--- src/hdl/mfp_pkg.sv ---
// Types and constants for the motor feedback frame parser.
// No dependencies; used by the check logic, the top level and the checker.
package mfp_pkg;

    localparam int BYTE_W   = 8;
    localparam int RAW_W    = 16;
    localparam int DIFF_W   = 13;
    localparam int POS_W    = 14;
    localparam int STAT_W   = 3;
    localparam int BPOS_W   = 3;
    localparam int IDX_W    = 1;
    localparam int TDATA_IN_W  = 8;
    localparam int TDATA_OUT_W = 24;
    localparam int OUT_PAD_W   = TDATA_OUT_W - 1 - POS_W - STAT_W;

    localparam logic [BYTE_W-1:0] START_BYTE = 8'h3E;
    localparam logic [RAW_W-1:0]  RAW_LIMIT  = 16'd4096;
    localparam logic [BYTE_W-1:0] YAW_ID_RST   = 8'd1;
    localparam logic [BYTE_W-1:0] PITCH_ID_RST = 8'd2;

    // byte positions within a frame
    localparam logic [BPOS_W-1:0] BP_START = 3'd0;
    localparam logic [BPOS_W-1:0] BP_B1    = 3'd1;
    localparam logic [BPOS_W-1:0] BP_ID    = 3'd2;
    localparam logic [BPOS_W-1:0] BP_B3    = 3'd3;
    localparam logic [BPOS_W-1:0] BP_HSUM  = 3'd4;
    localparam logic [BPOS_W-1:0] BP_RAWLO = 3'd5;
    localparam logic [BPOS_W-1:0] BP_RAWHI = 3'd6;
    localparam logic [BPOS_W-1:0] BP_DSUM  = 3'd7;

    // configuration register indexes
    localparam logic [IDX_W-1:0] CFG_YAW_ID   = 1'b0;
    localparam logic [IDX_W-1:0] CFG_PITCH_ID = 1'b1;

    typedef enum logic [STAT_W-1:0] {
        ST_OK       = 3'd0,
        ST_HDR_SUM  = 3'd1,
        ST_DATA_SUM = 3'd2,
        ST_RANGE    = 3'd3,
        ST_MOTOR    = 3'd4
    } frame_status_t;

    typedef struct packed {
        logic              hdr_ok;
        logic [BYTE_W-1:0] motor_id;
        logic [RAW_W-1:0]  raw;
        logic [BYTE_W-1:0] dsum;
    } frame_acc_t;

    typedef struct packed {
        logic              motor_select;
        logic [POS_W-1:0]  position;
        frame_status_t     status;
    } frame_result_t;

endpackage

--- src/hdl/mfp_frame_check.sv ---
// Final frame checks: sums, range, motor id match and position conversion.
// Depends on mfp_pkg.
module mfp_frame_check (
    input  mfp_pkg::frame_acc_t           acc,
    input  logic [mfp_pkg::BYTE_W-1:0]    last_byte,
    input  logic [mfp_pkg::BYTE_W-1:0]    yaw_id,
    input  logic [mfp_pkg::BYTE_W-1:0]    pitch_id,
    output mfp_pkg::frame_result_t        result
);
    import mfp_pkg::*;

    logic              over_limit;
    logic [DIFF_W-1:0] diff;

    assign over_limit = acc.raw > RAW_LIMIT;
    assign diff       = RAW_LIMIT[DIFF_W-1:0] - acc.raw[DIFF_W-1:0];

    always_comb begin
        result.motor_select = 1'b0;
        result.position     = '0;
        result.status       = ST_OK;
        if (!acc.hdr_ok) begin
            result.status = ST_HDR_SUM;
        end else if (acc.dsum != last_byte) begin
            result.status = ST_DATA_SUM;
        end else if (over_limit) begin
            result.status = ST_RANGE;
        end else if (acc.motor_id == yaw_id) begin
            result.position = {diff, 1'b0};
        end else if (acc.motor_id == pitch_id) begin
            result.motor_select = 1'b1;
            result.position     = {diff, 1'b0};
        end else begin
            result.status = ST_MOTOR;
        end
    end

endmodule

--- src/hdl/motor_feedback_frame_parser.sv ---
// Motor feedback frame parser top level: byte collection, output register, id registers.
// Depends on mfp_pkg and mfp_frame_check.
//
//  channel | dir | beat payload                               | handshake
//  s_      | in  | rx_byte                                    | tvalid/tready
//  m_      | out | motor_select, position, frame_status       | tvalid/tready
//  cfg_    | in  | register index, data                       | we only
//
// One byte per cycle unless stalled; a result is valid the cycle after the eighth byte.
// Sums are accumulated as bytes arrive, so the final check is one short compare stage.
// s_tready drops only while a result is held and m_tready is low.
// Synchronous active-low reset: hunting, no result pending, ids back to 1 and 2.
module motor_feedback_frame_parser (
    input  logic                               aclk,
    input  logic                               aresetn,
    input  logic                               s_tvalid,
    output logic                               s_tready,
    input  logic [mfp_pkg::TDATA_IN_W-1:0]     s_tdata,  // [7:0] rx_byte
    output logic                               m_tvalid,
    input  logic                               m_tready,
    output logic [mfp_pkg::TDATA_OUT_W-1:0]    m_tdata,  // [0] motor_select,
                                                         // [14:1] position,
                                                         // [17:15] frame_status
    input  logic                               cfg_we,
    input  logic [mfp_pkg::IDX_W-1:0]          cfg_index,
    input  logic [mfp_pkg::BYTE_W-1:0]         cfg_data
);
    import mfp_pkg::*;

    logic                   in_frame_reg, in_frame_next;
    logic [BPOS_W-1:0]      bpos_reg, bpos_next;
    logic                   m_valid_reg, m_valid_next;
    logic [BYTE_W-1:0]      yaw_id_reg, yaw_id_next;
    logic [BYTE_W-1:0]      pitch_id_reg, pitch_id_next;
    logic [BYTE_W-1:0]      hsum_reg, hsum_next;
    frame_acc_t             acc_reg, acc_next;
    frame_result_t          res_reg, res_next;
    frame_result_t          check_res;
    logic [BYTE_W-1:0]      rx_byte;
    logic                   s_accept;
    logic                   frame_done;

    assign rx_byte    = s_tdata[BYTE_W-1:0];
    assign s_tready   = !m_valid_reg || m_tready;
    assign s_accept   = s_tvalid && s_tready;
    assign frame_done = s_accept && in_frame_reg && (bpos_reg == BP_DSUM);

    mfp_frame_check u_check (
        .acc       (acc_reg),
        .last_byte (rx_byte),
        .yaw_id    (yaw_id_reg),
        .pitch_id  (pitch_id_reg),
        .result    (check_res)
    );

    always_comb begin
        in_frame_next = in_frame_reg;
        bpos_next     = bpos_reg;
        hsum_next     = hsum_reg;
        acc_next      = acc_reg;
        if (s_accept) begin
            if (!in_frame_reg) begin
                if (rx_byte == START_BYTE) begin
                    in_frame_next = 1'b1;
                    bpos_next     = BP_B1;
                    hsum_next     = rx_byte;
                end
            end else begin
                bpos_next = bpos_reg + 1'b1;
                case (bpos_reg)
                    BP_B1, BP_B3: begin
                        hsum_next = hsum_reg + rx_byte;
                    end
                    BP_ID: begin
                        hsum_next        = hsum_reg + rx_byte;
                        acc_next.motor_id = rx_byte;
                    end
                    BP_HSUM: begin
                        acc_next.hdr_ok = (hsum_reg == rx_byte);
                    end
                    BP_RAWLO: begin
                        acc_next.raw[BYTE_W-1:0] = rx_byte;
                    end
                    BP_RAWHI: begin
                        acc_next.raw[RAW_W-1:BYTE_W] = rx_byte;
                        acc_next.dsum = acc_reg.raw[BYTE_W-1:0] + rx_byte;
                    end
                    BP_DSUM: begin
                        in_frame_next = 1'b0;
                        bpos_next     = BP_START;
                    end
                    default: begin
                        in_frame_next = 1'b0;
                        bpos_next     = BP_START;
                    end
                endcase
            end
        end
    end

    always_comb begin
        m_valid_next = m_valid_reg && !m_tready;
        res_next     = res_reg;
        if (frame_done) begin
            m_valid_next = 1'b1;
            res_next     = check_res;
        end
    end

    always_comb begin
        yaw_id_next   = yaw_id_reg;
        pitch_id_next = pitch_id_reg;
        if (cfg_we) begin
            case (cfg_index)
                CFG_YAW_ID:   yaw_id_next   = cfg_data;
                CFG_PITCH_ID: pitch_id_next = cfg_data;
                default: begin
                    yaw_id_next = yaw_id_reg;
                end
            endcase
        end
    end

    always_ff @(posedge aclk) begin
        if (!aresetn) begin
            in_frame_reg <= 1'b0;
            bpos_reg     <= BP_START;
            m_valid_reg  <= 1'b0;
            yaw_id_reg   <= YAW_ID_RST;
            pitch_id_reg <= PITCH_ID_RST;
        end else begin
            in_frame_reg <= in_frame_next;
            bpos_reg     <= bpos_next;
            m_valid_reg  <= m_valid_next;
            yaw_id_reg   <= yaw_id_next;
            pitch_id_reg <= pitch_id_next;
        end
    end

    always_ff @(posedge aclk) begin
        hsum_reg <= hsum_next;
        acc_reg  <= acc_next;
        res_reg  <= res_next;
    end

    assign m_tvalid = m_valid_reg;
    assign m_tdata  = {{OUT_PAD_W{1'b0}}, res_reg.status, res_reg.position,
                       res_reg.motor_select};

endmodule

--- config.mk ---
export PLATFORM = sky130hd
export DESIGN_NAME = motor_feedback_frame_parser
export DESIGN_NICKNAME = d
export VERILOG_FILES = /design/src/hdl/mfp_pkg.sv /design/src/hdl/mfp_frame_check.sv /design/src/hdl/motor_feedback_frame_parser.sv
export SDC_FILE = /design/constraint.sdc
export NUM_CORES = 1
export LEC_CHECK = 0
export BUFFER_PORTS_ARGS = -buffer_cell sky130_fd_sc_hd__buf_2
export CAP_MARGIN = 10
export CELL_PAD_IN_SITES_DETAIL_PLACEMENT = 0
export CELL_PAD_IN_SITES_GLOBAL_PLACEMENT = 1
export CORE_UTILIZATION = 50
export DETAILED_ROUTE_END_ITERATION = 10
export GPL_TIMING_DRIVEN = 0
export PLACE_DENSITY = 0.87
export SYNTH_ARGS = -nofsm -noshare
export SYNTH_HDL_FRONTEND = slang
export SYNTH_SLANG_ARGS = --single-unit
--- constraint.sdc ---
create_clock -name aclk -period 4.35 [get_ports aclk]
set_input_delay 0.6525 -clock aclk [delete_from_list [all_inputs] [get_ports aclk]]
set_output_delay 0.6525 -clock aclk [all_outputs]
set_load 0.05 [all_outputs]
==> results.md, run 1 <==
- Status: finished, final reports clean
- Clk sinks: 79
- 1st-pass router iterations: 4
- Clk slew on worst S/H paths: 0.08 ns
- Buffers on Ports: 40
- Row count: 32
- Mapped Area: 4080 sq um
- Clock network latency to the later pin of the worst-skew pair: 0.35 ns
- Instance count of the mapped netlist: 357
- GRT Util Overall: 19.8%
- CP startpoint kind: primary input
- CP Class: in -> reg
- Maxcap violations: 0
- Hold Violations, Final: 0
- FF+latch area: 2160 sq um
- HPWL Detailed: 5470 um
- CTS Buf Count: 9
- Commonest non-fill, non-tap cell in the layout: edfxtp_1
- Clk_skew: 0.0105 ns
- Vias in the first global route: 2592
- Core region area: 7810 sq um
- Vias per inst: 5.23
- CTS tree: built
- Die Area: 8520 sq um
- Total wire length: 7610 um
- Initial Utilization: 52.2%
- Hold Path Class: reg -> reg
- Horiz. Die Dim: 92.3 um
- EDFF count, synth: 58
- RSZ-0062 raised after global routing: false
- Initial antenna violation count: 0
- # fillers: 662
- Layout Cells excl Fill: 522
- Share of layout cells above drive strength 1: 16.7%
- Ys Warns: 0
- Final ANT Viol Nets: 0
- Routability Congestion: 0.861
- Slew Limit Fails: 0
- Leakage power: 1.86 nW
- Critical Path RT: 4.31 ns
- # diodes: 0
- Pin count of the biggest net entering global routing: 18
- Commonest cells after routing, fill and taps aside: 58 x edfxtp_1, 40 x nand2_1, 40 x buf_2
- First-pass GRT wire length: 12600 um
- Aggregate global routing overflow: 0
- Seq cells post-synth: 79
- Crit Path Max Fanout: 9
- Rel. slew slack: 27.2%
- Gates resized, CTS repair: 0
- Drt initial violations: 112
- Final setup vio count: 0
- PwrDens: 315 nW/um^2
- Post-synth ARST share: 0%
- Cells after DPL: 505
- Sequential fraction of the synthesis area: 53.1%
- Most used DFF post-synth: edfxtp_1
- Critical path arrival: 2.57 ns
- Remaining DRCs: 0
- Number of flip-flops in the largest register: 33
- Via Count: 2732
- Worst-Margin Slew: 1.09 ns
- Netlist cell types: 48
- Avg WL per Cell: 14.6 um
- Setup TNS: 0 ns
- Die Ht: 92.3 um
- Syn_area_per_cell: 11.4 sq um
- IO Count: 48
- Setup crit end kind: register
- Post-CTS Hold Fix Bufs: 0
- Max H-tree Level: 3
- Max Freq: 0.383 GHz
- Postcts setup bufs: 0
- Worst vdd ir: 0.188 mV
- Post-layout nets: 460
- CTS max path bufs: 2
- Fin crit share: 60.0%
- Area growth syn-to-layout: 13.5%
- Multi-input combinational cell area: 1790 sq um
- Final Critical Period: 2.61 ns
- Root Buffer: clkbuf_8
power breakdown:
part | internal, W | switching (W) | leakage, nW | total, W
registers | 0.000811 | 0.00000512 | 0.731 | 0.000817
clock network | 0.000260 | 0.000266 | 0.0941 | 0.000526
logic | 0.0000450 | 0.0000692 | 1.03 | 0.000114
synth_stat cells (all sizes together) (4+ instances only):
cell	count	area (sq um)
nor4	11	90.1
xnor2	14	123
a21oi	11	55.1
and3	5	31.3
inv	16	60.1
o21bai	4	30.0
clkbuf	7	26.3
ha	21	263
xor2	31	272
nand2	40	150
dfxtp	21	420
mux2	4	45.0
nor2b	4	25.0
buf	8	56.3
a21boi	15	113
nor2	13	48.8
nand2b	4	25.0
o21ai	9	45.0
edfxtp	58	1740
and2	12	75.1
a211oi	4	47.5
nand3	15	75.1
cells by family (layout without fill, tap and decap cells):
kind of cell / after synthesis / after routing / synth area share (%)
adder cells (fa/ha/maj): 23 / 23 / 7.43
flip-flops: 79 / 79 / 53.1
AND/OR/NAND/NOR: 113 / 113 / 14.4
AO/OA/AOI/OAI: 61 / 61 / 10.8
buffers and inverters: 31 / 88 / 3.50
multiplexers: 4 / 4 / 1.11
other: 1 / 7 / 0.0920
XOR/XNOR: 45 / 45 / 9.67
worst max-delay path: stages:
cell and delay (ns):
buf_2 0.22, inv_1 0.12, o41ai_1 0.46, nand3_1 0.26, a31oi_1 0.86
stage by stage:
step           setup slack, ns  util (%)  hold WS [ns]  instance area [sq um]  power [W]
2_1_floorplan             1.74         -         0.455                   4100   0.000911
3_3_place_gp              1.43      56.7         0.467                   4430   0.000944
3_5_place_dp              1.42      56.7         0.472                   4430   0.000947
4_1_cts                   1.70      59.1         0.483                   4610    0.00146
5_1_grt                   1.58      59.2         0.496                   4620    0.00151
6_report                  1.74      59.2         0.482                   4620    0.00146
worst paths after layout:
check | to | from | slack, ns | depth (start not counted)
max reg2reg | m_tdata[7]$_SDFFCE_PP0P_ | acc_reg[15]$_DFFE_PP_ | 2.05 | 5
max | hsum_reg[3]$_DFFE_PP_ | s_tdata[1] | 1.74 | 5
min reg2reg | yaw_id_reg[3]$_SDFFE_PN0P_ | yaw_id_reg[3]$_SDFFE_PN0P_ | 0.48 | 2
min | yaw_id_reg[3]$_SDFFE_PN0P_ | yaw_id_reg[3]$_SDFFE_PN0P_ | 0.48 | 2
routing by layer:
metal / share of wire, % / track usage [%]
met5: 0 / 0
met4: 1.5 / 9.11
met3: 4.7 / 3.65
met2: 47 / 32.5
met1: 46 / 25.5
final cells by class:
class                           instances  area share [%]
Tap cell                              102            2.76
Buffer                                 15            1.79
Inverter                               16            1.30
Multi-Input combinational cell        253            38.8
Clock buffer                            9            2.68
Timing Repair Buffer                   41            4.57
Sequential cell                        79            46.8
Clock inverter                          7            1.38
Note: power is estimated with default switching activity, not from simulation.
==> run 2: changes to the inputs <==
--- a/config.mk
+++ b/config.mk
@@ -9,10 +9,10 @@
 export CAP_MARGIN = 10
 export CELL_PAD_IN_SITES_DETAIL_PLACEMENT = 0
 export CELL_PAD_IN_SITES_GLOBAL_PLACEMENT = 1
-export CORE_UTILIZATION = 50
+export CORE_UTILIZATION = 47
 export DETAILED_ROUTE_END_ITERATION = 10
 export GPL_TIMING_DRIVEN = 0
-export PLACE_DENSITY = 0.87
+export PLACE_DENSITY = 0.82
 export SYNTH_ARGS = -nofsm -noshare
 export SYNTH_HDL_FRONTEND = slang
 export SYNTH_SLANG_ARGS = --single-unit
==> constraint.sdc (replaced) <==
create_clock -name aclk -period 2.68 [get_ports aclk]
set_input_delay 0.402 -clock aclk [delete_from_list [all_inputs] [get_ports aclk]]
set_output_delay 0.402 -clock aclk [all_outputs]
set_load 0.05 [all_outputs]
==> results.md, run 2 (synthesis results as in run 1) <==
- PwrDens: 504 nW/um^2 (was 315 nW/um^2)
- Remaining DRCs: 0 (unchanged)
- RSZ-0062 raised after global routing: false (unchanged)
- 1st-pass router iterations: 5 (was 4)
- Pin count of the biggest net entering global routing: 18 (unchanged)
- Routability Congestion: 0.832 (was 0.861)
- Maxcap violations: 0 (unchanged)
- Post-layout nets: 460 (unchanged)
- Vias per inst: 5.20 (was 5.23)
- CP delay by family, top: compound AO/OA/AOI/OAI gates (unchanged)
- Postcts setup bufs: 0 (unchanged)
- Buffers and inverters on the worst path: 0 (was 2)
- Hold EP: yaw_id_reg[0]$_SDFFE_PN1P_ (was yaw_id_reg[3]$_SDFFE_PN0P_)
- CP startpoint kind: register (was primary input)
- Post-CTS Hold Fix Bufs: 0 (unchanged)
- Worst vdd ir: 0.267 mV (was 0.188 mV)
- Slowest Stage Delay on Critical Path: 0.55 ns (was 0.86 ns)
- Fin util: 55.5% (was 59.2%)
- Drt initial violations: 168 (was 112)
- Status: finished, final reports clean (unchanged)
- CP Class: reg -> reg (was in -> reg)
- Die Ht: 95.1 um (was 92.3 um)
- Clock network latency to the later pin of the worst-skew pair: 0.35 ns (about the same)
- Commonest cells after routing, fill and taps aside: 58 x edfxtp_1, 40 x nand2_1, 40 x buf_2 (unchanged)
- Stages on worst setup path: 5 (unchanged)
- Hold path cells: 3 (was 2)
- Initial Utilization: 49.1% (was 52.2%)
- Buffers on Ports: 40 (unchanged)
- Final setup vio count: 0 (unchanged)
- Setup crit end kind: register (unchanged)
- CTS Buf Count: 9 (unchanged)
- Die Area: 9050 sq um (was 8520 sq um)
- Number of flip-flops in the largest register: 33 (unchanged)
- Total wire length: 7770 um (was 7610 um)
- Fin crit share: 85.9%
- Worst R2R Start: acc_reg[13]$_DFFE_PP_ (was acc_reg[15]$_DFFE_PP_)
- HPWL Detailed: 5630 um (was 5470 um)
- Final ANT Viol Nets: 0 (unchanged)
- Via Count: 2730 (was 2732)
- IO Count: 48 (unchanged)
- Gates resized, CTS repair: 0 (unchanged)
- Share of layout cells above drive strength 1: 16.9% (was 16.7%)
- Clk slew on worst S/H paths: 0.09 ns (was 0.08 ns)
- R2R Setup Slk: 0.38 ns (was 2.05 ns)
- Root Buffer: clkbuf_8 (unchanged)
- Max H-tree Level: 3 (unchanged)
- Max Freq: 0.434 GHz
- Rel. slew slack: 37.5% (was 27.2%)
- WHS: 0.285 ns (was 0.482 ns)
- GRT Util Overall: 18.4% (was 19.8%)
- Hold Crit Start: cfg_data[0] (was yaw_id_reg[3]$_SDFFE_PN0P_)
- Aggregate global routing overflow: 0 (unchanged)
- Critical path arrival: 2.53 ns (was 2.57 ns)
- Avg WL per Cell: 14.8 um (was 14.6 um)
- Crit path cell chain: nor4_2 > nand4_1 > a2111o_1 > a211oi_4 > and3_1 (was buf_2 > inv_1 > o41ai_1 > nand3_1 > a31oi_1)
- Horiz. Die Dim: 95.1 um (was 92.3 um)
- Worst r2r dst: m_tdata[7]$_SDFFCE_PP0P_ (unchanged)
- # fillers: 754 (was 662)
- Slew Limit Fails: 0 (unchanged)
- # diodes: 0 (unchanged)
- Area growth syn-to-layout: 13.1% (was 13.5%)
- Commonest non-fill, non-tap cell in the layout: edfxtp_1 (unchanged)
- Hold Path Class: in -> reg (was reg -> reg)
- Clk sinks: 79 (unchanged)
- Core region area: 8300 sq um (was 7810 sq um)
- FF-to-FF path depth: 5 (unchanged)
- Worst path slowest cell: a2111o_1 (was a31oi_1)
- CTS tree: built (unchanged)
- Initial antenna violation count: 0 (unchanged)
- Final Critical Period: 2.30 ns
- Worst-Margin Slew: 0.932 ns (was 1.09 ns)
- First-pass GRT wire length: 12300 um (was 12600 um)
- CTS max path bufs: 2 (unchanged)
- Hold Violations, Final: 0 (unchanged)
- Critical Path RT: 2.91 ns (was 4.31 ns)
- Leakage power: 1.86 nW (about the same)
- Clk_skew: 0.0119 ns (was 0.0105 ns)
- Crit Path Max Fanout: 8 (was 9)
- Vias in the first global route: 2488 (was 2592)
- Row count: 33 (was 32)
[run 2: changes by cell type in the layout (fill, tap and decap cells not counted)]
cell,previous run,this run
inv_4,0,4
clkbuf_1,7,8
clkinv_1,2,0
clkinv_4,1,0
buf_6,1,0
clkinv_2,2,1
clkinvlp_4,1,0
clkbuf_8,9,10
bufinv_16,1,0
buf_4,7,8
[run 2: cell type report]
| class | instances | area, sq um | share of cell area [%] |
|---|---|---|---|
| Multi-Input combinational cell | 253 | 1790 | 38.9 |
| Tap cell | 105 | 131 | 2.85 |
| Timing Repair Buffer | 41 | 208 | 4.51 |
| Inverter | 16 | 60.1 | 1.30 |
| Sequential cell | 79 | 2160 | 46.9 |
| Clock inverter | 5 | 30.0 | 0.652 |
| Clock buffer | 11 | 141 | 3.07 |
| Buffer | 15 | 82.6 | 1.79 |
[run 2: metal layers]
metal / track usage (%) / vias up / share of wire [%]
li1: - / 1383 / -
met1: 25.1 / 1286 / 49
met2: 29.4 / 50 / 47
met3: 3.83 / 11 / 3.2
met4: 5.30 / 0 / 1.3
met5: 0 / - / 0
[run 2: worst max path at each step]
stage	from	to	slack, ns
3_3_place_gp	s_tdata[7]	hsum_reg[2]$_DFFE_PP_	-0.03
5_1_grt	acc_reg[13]$_DFFE_PP_	m_tdata[5]$_SDFFCE_PP0P_	0.18
6_report	acc_reg[13]$_DFFE_PP_	m_tdata[7]$_SDFFCE_PP0P_	0.38
2_1_floorplan	m_tvalid$_SDFF_PN0_	acc_reg[0]$_DFFE_PP_	0.22
4_1_cts	s_tdata[7]	hsum_reg[4]$_DFFE_PP_	0.33
3_5_place_dp	s_tdata[7]	hsum_reg[2]$_DFFE_PP_	-0.03
[run 2: tightest hold or removal path: stages]
cell and delay [ns]:
buf_2 0.09, nand2_1 0.05, nand3_1 0.07
[run 2: where the power goes]
part	internal [W]	switching [W]	total (W)	leakage (nW)
sequential	0.00132	0.00000843	0.00133	0.731
combinational	0.0000730	0.000112	0.000185	1.03
clock	0.000363	0.000450	0.000813	0.0948
total	0.00175	0.000570	0.00232	1.86
[run 2: through the flow]
step	instance area (sq um)	setup TNS, ns	total power (W)	cells	setup slack (ns)
floorplan	4100	0	0.00148	363	0.216
global placement	4430	-0.265	0.00153	508	-0.0335
detailed placement	4430	-0.222	0.00154	508	-0.0282
CTS	4600	0	0.00234	524	0.330
global route	4610	0	0.00240	525	0.185
finish	4610	0	0.00232	525	0.378
==> run 3: changes to the inputs <==
--- a/config.mk
+++ b/config.mk
@@ -12,7 +12,8 @@
 export CORE_UTILIZATION = 47
 export DETAILED_ROUTE_END_ITERATION = 10
 export GPL_TIMING_DRIVEN = 0
-export PLACE_DENSITY = 0.82
+export PLACE_DENSITY = 0.92
+export SLEW_MARGIN = 40
 export SYNTH_ARGS = -nofsm -noshare
 export SYNTH_HDL_FRONTEND = slang
 export SYNTH_SLANG_ARGS = --single-unit
==> constraint.sdc (replaced) <==
create_clock -name aclk -period 2.3 [get_ports aclk]
set_input_delay 0.345 -clock aclk [delete_from_list [all_inputs] [get_ports aclk]]
set_output_delay 0.345 -clock aclk [all_outputs]
set_load 0.05 [all_outputs]
==> results.md, run 3 (synthesis results as in run 1) <==
- Status: complete, but fails checks (was finished, final reports clean)
- Failing checks: negative setup slack
- Clk slew on worst S/H paths: 0.09 ns (about the same)
- Total wire length: 8000 um (was 7770 um)
- CTS max path bufs: 2 (unchanged)
- Root Buffer: clkbuf_8 (unchanged)
- RSZ-0062 raised after global routing: true (was false)
- Hold Violations, Final: 0 (unchanged)
- Clk_skew: 0.0125 ns (was 0.0119 ns)
- Drt initial violations: 99 (was 168)
- Number of flip-flops in the largest register: 33 (unchanged)
- Crit path cell chain: nor4_4 > nand4_1 > a2111o_1 > a211oi_4 > and3_1 (was nor4_2 > nand4_1 > a2111o_1 > a211oi_4 > and3_1)
- Worst path slowest cell: a2111o_1 (unchanged)
- 1st-pass router iterations: 4 (was 5)
- Avg WL per Cell: 15.0 um (was 14.8 um)
- Worst-Margin Slew: 0.732 ns (was 0.932 ns)
- Post-layout nets: 467 (was 460)
- Worst vdd ir: 0.375 mV (was 0.267 mV)
- Final ANT Viol Nets: 0 (unchanged)
- Remaining DRCs: 0 (unchanged)
- HPWL Detailed: 5680 um (was 5630 um)
- Met3 Track Usage GR: 3.19% (was 3.83%)
- Routability Congestion: 0.863 (was 0.832)
- Crit path to: m_tdata[5]$_SDFFCE_PP0P_ (was m_tdata[7]$_SDFFCE_PP0P_)
- Setup crit end kind: register (unchanged)
- Critical path arrival: 2.55 ns (was 2.53 ns)
- Vias per inst: 5.23 (was 5.20)
- Worst r2r dst: m_tdata[5]$_SDFFCE_PP0P_ (was m_tdata[7]$_SDFFCE_PP0P_)
- PwrDens: 599 nW/um^2 (was 504 nW/um^2)
- Busiest layer in global routing: met2 (unchanged)
- Final setup vio count: 4 (was 0)
- Max Freq: 0.429 GHz (was 0.434 GHz)
- CTS tree: built (unchanged)
- Worst R2R Start: acc_reg[10]$_DFFE_PP_ (was acc_reg[13]$_DFFE_PP_)
- Maxcap violations: 0 (unchanged)
- CP startpoint kind: register (unchanged)
- Die Area: 9050 sq um (unchanged)
- Post-CTS Hold Fix Bufs: 0 (unchanged)
- Post-route setup slack: -0.0303 ns (was 0.378 ns)
- IO Count: 48 (unchanged)
- Final Cell Area: 4730 sq um (was 4610 sq um)
- Hold Path Class: in -> reg (unchanged)
- Leakage power: 1.91 nW (was 1.86 nW)
- Clk sinks: 79 (unchanged)
- Area of placed instances: 4440 sq um (was 4430 sq um)
- Setup WS pre-CTS: -0.0478 ns (was -0.0282 ns)
- Crit Path Max Fanout: 8 (unchanged)
- Initial antenna violation count: 0 (unchanged)
- FF-to-FF path depth: 5 (unchanged)
- Fin util: 57.0% (was 55.5%)
- Vias in the first global route: 2717 (was 2488)
- Final Critical Period: 2.33 ns (was 2.30 ns)
- Critical Path RT: 2.52 ns (was 2.91 ns)
- Area growth syn-to-layout: 16.1% (was 13.1%)
- Aggregate global routing overflow: 0 (unchanged)
- Slowest Stage Delay on Critical Path: 0.55 ns (about the same)
- Hold path cells: 3 (unchanged)
- GRT Util Overall: 19.0% (was 18.4%)
- Crit path from: acc_reg[10]$_DFFE_PP_ (was acc_reg[13]$_DFFE_PP_)
- Initial Utilization: 49.1% (unchanged)
- Routing usage on met1: 23.8% (was 25.1%)
- Die Ht: 95.1 um (unchanged)
- Horiz. Die Dim: 95.1 um (unchanged)
- Buffers and inverters on the worst path: 0 (unchanged)
- Buffers on Ports: 40 (unchanged)
- Row count: 33 (unchanged)
- CTS Buf Count: 9 (unchanged)
- CP delay by family, top: compound AO/OA/AOI/OAI gates (unchanged)
- Commonest non-fill, non-tap cell in the layout: edfxtp_1 (unchanged)
- Stages on worst setup path: 5 (unchanged)
- R2R Setup Slk: -0.03 ns (was 0.38 ns)
- # diodes: 0 (unchanged)
- Pin count of the biggest net entering global routing: 18 (unchanged)
- Via Count: 2781 (was 2730)
- WHS: 0.237 ns (was 0.285 ns)
- Share of layout cells above drive strength 1: 19.4% (was 16.9%)
- Fin crit share: 101% (was 85.9%)
- Commonest cells after routing, fill and taps aside: 58 x edfxtp_1, 40 x nand2_1, 40 x buf_2 (unchanged)
- First-pass GRT wire length: 12700 um (was 12300 um)
- # fillers: 704 (was 754)
- Clock network latency to the later pin of the worst-skew pair: 0.35 ns (about the same)
- Max H-tree Level: 3 (unchanged)
- CP Class: reg -> reg (unchanged)
- Met2 usage: 32.5% (was 29.4%)
- Rel. slew slack: 51.1% (was 37.5%)
- Slew Limit Fails: 0 (unchanged)
- Core region area: 8300 sq um (unchanged)
==> run 3: cell count changes in the layout (fill, tap and decap cells not counted), moves of 2 or more <==
cell / change
buf_4: +7
inv_4: -3
clkbuf_16: +2
inv_6: +2
==> run 3: through the flow <==
stage / TNS (ns) / total power (W) / std cells
after floorplan: 0 / 0.00172 / 363
final: -0.0675 / 0.00283 / 532
after CTS: 0 / 0.00284 / 525
after global placement: -2.14 / 0.00179 / 508
after detailed placement: -0.239 / 0.00179 / 508
after global routing: -1.65 / 0.00294 / 532
==> run 3: where the power goes <==
part | total (W) | switching, W | leakage [nW] | internal [W]
clock network | 0.00107 | 0.000535 | 0.107 | 0.000537
registers | 0.00154 | 0.0000104 | 0.731 | 0.00153
logic | 0.000217 | 0.000132 | 1.07 | 0.0000853
==> run 3: layout make-up <==
class / instances / area, sq um / share of cell area, %
flip-flops and latches: 79 / 2160 / 45.7
multi-input cells: 253 / 1820 / 38.5
repair buffers: 48 / 260 / 5.50
clock buffers: 12 / 179 / 3.78
well taps: 105 / 131 / 2.78
plain buffers: 15 / 82.6 / 1.75
inverters: 16 / 60.1 / 1.27
clock inverters: 4 / 31.3 / 0.661
==> run 3: per-layer routing <==
layer / routed length, um / vias up
met5: 0 / -
met4: 119 / 0
met3: 230 / 10
met2: 4040 / 54
met1: 3610 / 1329
li1: - / 1388
==> run 3: how the worst min path moves through the flow <==
| stage | from | to | slack, ns |
|---|---|---|---|
| floorplan | s_tdata[2] | acc_reg[10]$_DFFE_PP_ | 0.44 |
| global route | s_tdata[7] | acc_reg[31]$_DFFE_PP_ | 0.23 |
| finish | cfg_data[0] | yaw_id_reg[0]$_SDFFE_PN1P_ | 0.24 |
| CTS | cfg_data[0] | yaw_id_reg[0]$_SDFFE_PN1P_ | 0.24 |
| global placement | yaw_id_reg[1]$_SDFFE_PN0P_ | yaw_id_reg[1]$_SDFFE_PN0P_ | 0.47 |
| detailed placement | pitch_id_reg[5]$_SDFFE_PN0P_ | pitch_id_reg[5]$_SDFFE_PN0P_ | 0.48 |
==> run 3: timing repair <==
item | CTS | global route
setup endpoints to repair | 12 | 14
resized for setup | 0 | 4
buffers inserted | 1 | 7
pin swaps | 2 | 9
==> run 3: worst reg2reg max path: cells and delay by family (launching register included) <==
family	cells	cell delay, ns
simple gates	3	0.77
flops	1	0.49
compound gates	2	0.95
